<file path="config.mk">
export PLATFORM = sky130hd
export DESIGN_NAME = rsc_ctrl
export DESIGN_NICKNAME = d
export VERILOG_FILES = /design/src/rtl/rrip_ship_stream_replacement_core_defines.svh /design/src/rtl/rsc_pkg.sv /design/src/rtl/rsc_ctrl.sv
export SDC_FILE = /design/constraint.sdc
export NUM_CORES = 1
export LEC_CHECK = 0
export BUFFER_PORTS_ARGS = -buffer_cell sky130_fd_sc_hd__buf_2
export CAP_MARGIN = 20
export CORE_AREA = 2 2 39 41
export CTS_CLUSTER_SIZE = 10
export DETAILED_ROUTE_END_ITERATION = 16
export DIE_AREA = 0 0 41 43
export SYNTH_ARGS = -nofsm -noshare
export SYNTH_HDL_FRONTEND = slang
export SYNTH_SLANG_ARGS = --single-unit
</file>
<file path="constraint.sdc">
create_clock -name clk -period 0.98 [get_ports clk]
set_input_delay 0.049 -clock clk [delete_from_list [all_inputs] [get_ports clk]]
set_output_delay 0.049 -clock clk [all_outputs]
set_load 0.01 [all_outputs]
</file>
<file path="src/rtl/rrip_ship_stream_replacement_core_defines.svh">
// ----------------------------------------------------------------------------
// Assertion macros for the RRIP replacement core
// Shared property wrappers; clock is clk, reset is rst_n.
// ----------------------------------------------------------------------------
`ifndef RRIP_SHIP_STREAM_REPLACEMENT_CORE_DEFINES_SVH
`define RRIP_SHIP_STREAM_REPLACEMENT_CORE_DEFINES_SVH

// same-cycle implication
`define RSC_ASSERT_NOW(lbl, ante, cons, msg) \
  lbl: assert property (@(posedge clk) disable iff (!rst_n) (ante) |-> (cons)) \
    else $error(msg);

// next-cycle implication
`define RSC_ASSERT_NEXT(lbl, ante, cons, msg) \
  lbl: assert property (@(posedge clk) disable iff (!rst_n) (ante) |=> (cons)) \
    else $error(msg);

`endif

</file>
<file path="src/rtl/rsc_pkg.sv">
// ----------------------------------------------------------------------------
// rsc_pkg
// Shared constants and control types of the RRIP replacement core.
// ----------------------------------------------------------------------------
package rsc_pkg;

  // NUM_SETS and DUEL_PERIOD are powers of two
  localparam int NUM_SETS_DEF       = 2048;
  localparam int NUM_WAYS_DEF       = 16;
  localparam int SIGNATURE_BITS_DEF = 10;
  localparam int SELECTOR_BITS_DEF  = 10;
  localparam int DUEL_PERIOD_DEF    = 64;
  localparam int LEADERS_DEF        = 32;

  localparam int SET_IN_W   = 11;
  localparam int WAY_IN_W   = 4;
  localparam int ADDR_W     = 64;
  localparam int HASH_A     = 13;
  localparam int HASH_B     = 23;
  localparam int BIP_W      = 6;

  localparam logic [1:0] RRPV_MAX   = 2'd3;
  localparam logic [1:0] RRPV_MID   = 2'd2;
  localparam logic [1:0] RRPV_NEAR  = 2'd0;
  localparam logic [1:0] CTR_MAX    = 2'd3;
  localparam logic [1:0] REUSE_INIT = 2'd1;
  localparam logic [1:0] STREAM_INIT = 2'd0;

  localparam logic CMD_VICTIM = 1'b0;
  localparam logic CMD_UPDATE = 1'b1;

  typedef struct packed {
    logic clear;
    logic load;
    logic commit;
  } ctrl_cmd_t;

  typedef struct packed {
    logic clear_last;
    logic cmd;
  } dp_status_t;

endpackage

</file>
<file path="src/rtl/rsc_ctrl.sv">
// ----------------------------------------------------------------------------
// rsc_ctrl
// Sequencer: clearing pass, accept, read-modify-write commit, output word.
// ----------------------------------------------------------------------------
module rsc_ctrl (
  input  logic                clk,
  input  logic                rst_n,
  input  logic                in_valid,
  output logic                in_stall,
  output logic                out_valid,
  input  logic                out_stall,
  input  rsc_pkg::dp_status_t status,
  output rsc_pkg::ctrl_cmd_t  cmd,
  output logic                clearing
);

  localparam logic [1:0] ST_CLEAR = 2'd0;
  localparam logic [1:0] ST_IDLE  = 2'd1;
  localparam logic [1:0] ST_EXEC  = 2'd2;

  logic [1:0] state_r, state_nxt;
  logic       out_valid_r, out_valid_nxt;
  logic       out_free;

  assign out_free = !out_valid_r || !out_stall;

  always_comb begin
    state_nxt  = state_r;
    cmd.clear  = 1'b0;
    cmd.load   = 1'b0;
    cmd.commit = 1'b0;
    unique case (state_r)
      ST_CLEAR: begin
        cmd.clear = 1'b1;
        if (status.clear_last) begin
          state_nxt = ST_IDLE;
        end
      end
      ST_IDLE: begin
        if (in_valid) begin
          cmd.load  = 1'b1;
          state_nxt = ST_EXEC;
        end
      end
      ST_EXEC: begin
        // hold the read data until the output word has room
        if (out_free) begin
          cmd.commit = 1'b1;
          state_nxt  = ST_IDLE;
        end
      end
      default: state_nxt = ST_CLEAR;
    endcase
  end

  always_comb begin
    out_valid_nxt = out_valid_r;
    if (out_valid_r && !out_stall) begin
      out_valid_nxt = 1'b0;
    end
    if (cmd.commit) begin
      out_valid_nxt = 1'b1;
    end
  end

  always_ff @(posedge clk) begin
    if (!rst_n) begin
      state_r     <= ST_CLEAR;
      out_valid_r <= 1'b0;
    end else begin
      state_r     <= state_nxt;
      out_valid_r <= out_valid_nxt;
    end
  end

  assign in_stall  = (state_r != ST_IDLE);
  assign out_valid = out_valid_r;
  assign clearing  = (state_r == ST_CLEAR);

endmodule

</file>
==> reports/summary.txt <==
Root Driver: clkbuf_4
Routed WL: 459 um
Highest clock rate: 983 MHz
Status: complete, but fails checks
Warnings from Yosys: 0
Max FO, Critical Path: 7
R2R Setup Slk: 0.01 ns
Chip Width: 41 um
All-layer global routing usage: 5.91%
Maximum VDD drop: 275 uV
Antenna fix cells: 0
Rel. slew slack: 88.4%
Fin. max-slew vios: 0
CTS tree: done
Layout cell share with drive strength beyond 1: 60.6%
Max clock buf depth: 2
Max-cap violations: 0
First drt pass iteration count: 4
Routability congestion estimate: 0.607
Power Density: 1550 nW/um2
Die Height: 43 um
Finished Cell Area: 288 um2
Initial DRC Count: 5
Synthesis-stage register bit count: 3
Initial Util: 12.5%
Fin crit share: 104%
Clock skew: 0.00630 ns
Total core area: 1380 um2
Detailed Place HPWL: 318 um
RSZ-0062 raised after global routing: yes
Avg Inst Size Synth: 9.09 um2
Distinct cell type count of the synthesized netlist: 12
Final setup margin: -0.0376 ns
PortBufs: 10
Commonest non-fill, non-tap cell in the layout: buf_2
First-pass GRT wire length: 593 um
Post-synth net total: 25
Req. time, crit path: 0.93 ns
WHS: 0.0669 ns
Setup Total Neg Slack: -0.0651 ns
Worst-path clk slew: 0.04 ns
Cts hold-fix bufs: 0
Violated checks: negative setup slack
Hold crit path type: in -> reg
Sink Count: 3
Endpoints failing hold: 0
Via Count: 188
Remaining Overflow, GRT: 0
Worst-margin pin slew: 0.174 ns
Cell Area, Synth: 173 um2
Worst skew pair latency: 0.24 ns
DR WL/cell: 9.37 um
Tmin final: 1.02 ns
Cts bufs inserted: 3
Largest net degree at the start of global routing: 8
Layout Nets: 40
Post-route antenna net violation count: 0
Static leakage: 0.136 nW
Vias in the first global route: 158
Critical path type: reg -> out
Commonest cells after routing, fill and taps aside: buf_2, nand2b_1, clkbuf_4
Die Area: 1760 um2
CTS H-Tree Depth: 1
Setup violators final: 2
WP data arrival: 0.97 ns
Area added between synthesis and finish: 66.7%
DR DRC count: 0
Mapped Cells: 19
Num rows: 14
Initial antenna violation count: 0
Via density per instance: 3.84
Fill cells: 162
Sequential area share after synthesis: 34.8%
Endpoint class of the critical path: output pin
Startpoint types: register
Num ports: 12
Post-placement cell area: 228 um2
-- cell families (layout without fill, tap and decap cells) --
family,after synthesis,after routing,synth area share (%)
DFF,3,3,34.8
and+or+nand+nor,10,10,35.5
AOI/OAI and AO/OA,4,4,21.0
buffers and inverters,2,16,8.69
-- final timing paths --
kind | from | to | cells past startpoint
worst max-delay path | state_r[1]$_SDFFE_PN0P_ | cmd[1] | 2
worst min-delay path | rst_n | state_r[1]$_SDFFE_PN0P_ | 2
worst max register to register | state_r[1]$_SDFFE_PN0P_ | state_r[1]$_SDFFE_PN0P_ | 3
worst min register to register | out_valid$_SDFFE_PN0P_ | out_valid$_SDFFE_PN0P_ | 2
-- timing repair --
item                       in CTS  in global routing
setup endpoints to repair       3                  4
buffers inserted                1                  1
resized for setup               5                  1
pin swaps                       0                  1
-- sequential cells by signal, indices dropped and copies added, names as in the netlist --
register,count
out_valid,1
state_r,2
-- per-layer routing --
layer  share of wire, %  track usage, %
met4                2.2            8.00
met3                9.6            4.71
met5                  0               0
met2                 53            7.81
met1                 34            4.14
-- cell usage after synthesis --
master	instances	share of area, %
a21boi_1	1	4.3
a21oi_1	1	2.9
and3_1	1	3.6
and3b_1	1	5.1
and4b_1	1	5.8
buf_4	2	8.7
dfxtp_1	3	35
nand2_1	1	2.2
nand2b_1	4	14
nor2_1	2	4.3
o21a_1	1	4.3
o32ai_2	1	9.4
-- report_power, final --
group	leakage [nW]	internal [mW]	switching [mW]
logic	0.0949	0.0425	0.0343
clock network	0.0150	0.153	0.0751
registers	0.0259	0.128	0.0110
-- cell type report --
class | instances | area [um2] | area share, %
Clock buffer | 4 | 26.3 | 9.13
Sequential cell | 3 | 67.6 | 23.5
Timing Repair Buffer | 12 | 65.1 | 22.6
Tap cell | 16 | 20.0 | 6.96
Multi-Input combinational cell | 14 | 109 | 37.8
-- critical path, stage by stage, from the launching register on --
cell     delay [ns]
dfxtp_4        0.36
and3b_1        0.23
buf_2          0.13
-- metrics by stage --
step / power (mW) / std cells / worst slack [ns] / utilization [%]
floorplan: 0.184 / 19 / 0.0943 / -
global placement: 0.208 / 43 / 0.0828 / 16.5
detailed placement: 0.208 / 43 / 0.0703 / 16.5
CTS: 0.450 / 48 / -0.0359 / 20.1
global route: 0.463 / 49 / -0.0745 / 20.8
finish: 0.445 / 49 / -0.0376 / 20.8
Power figures use the tool's default switching activity.
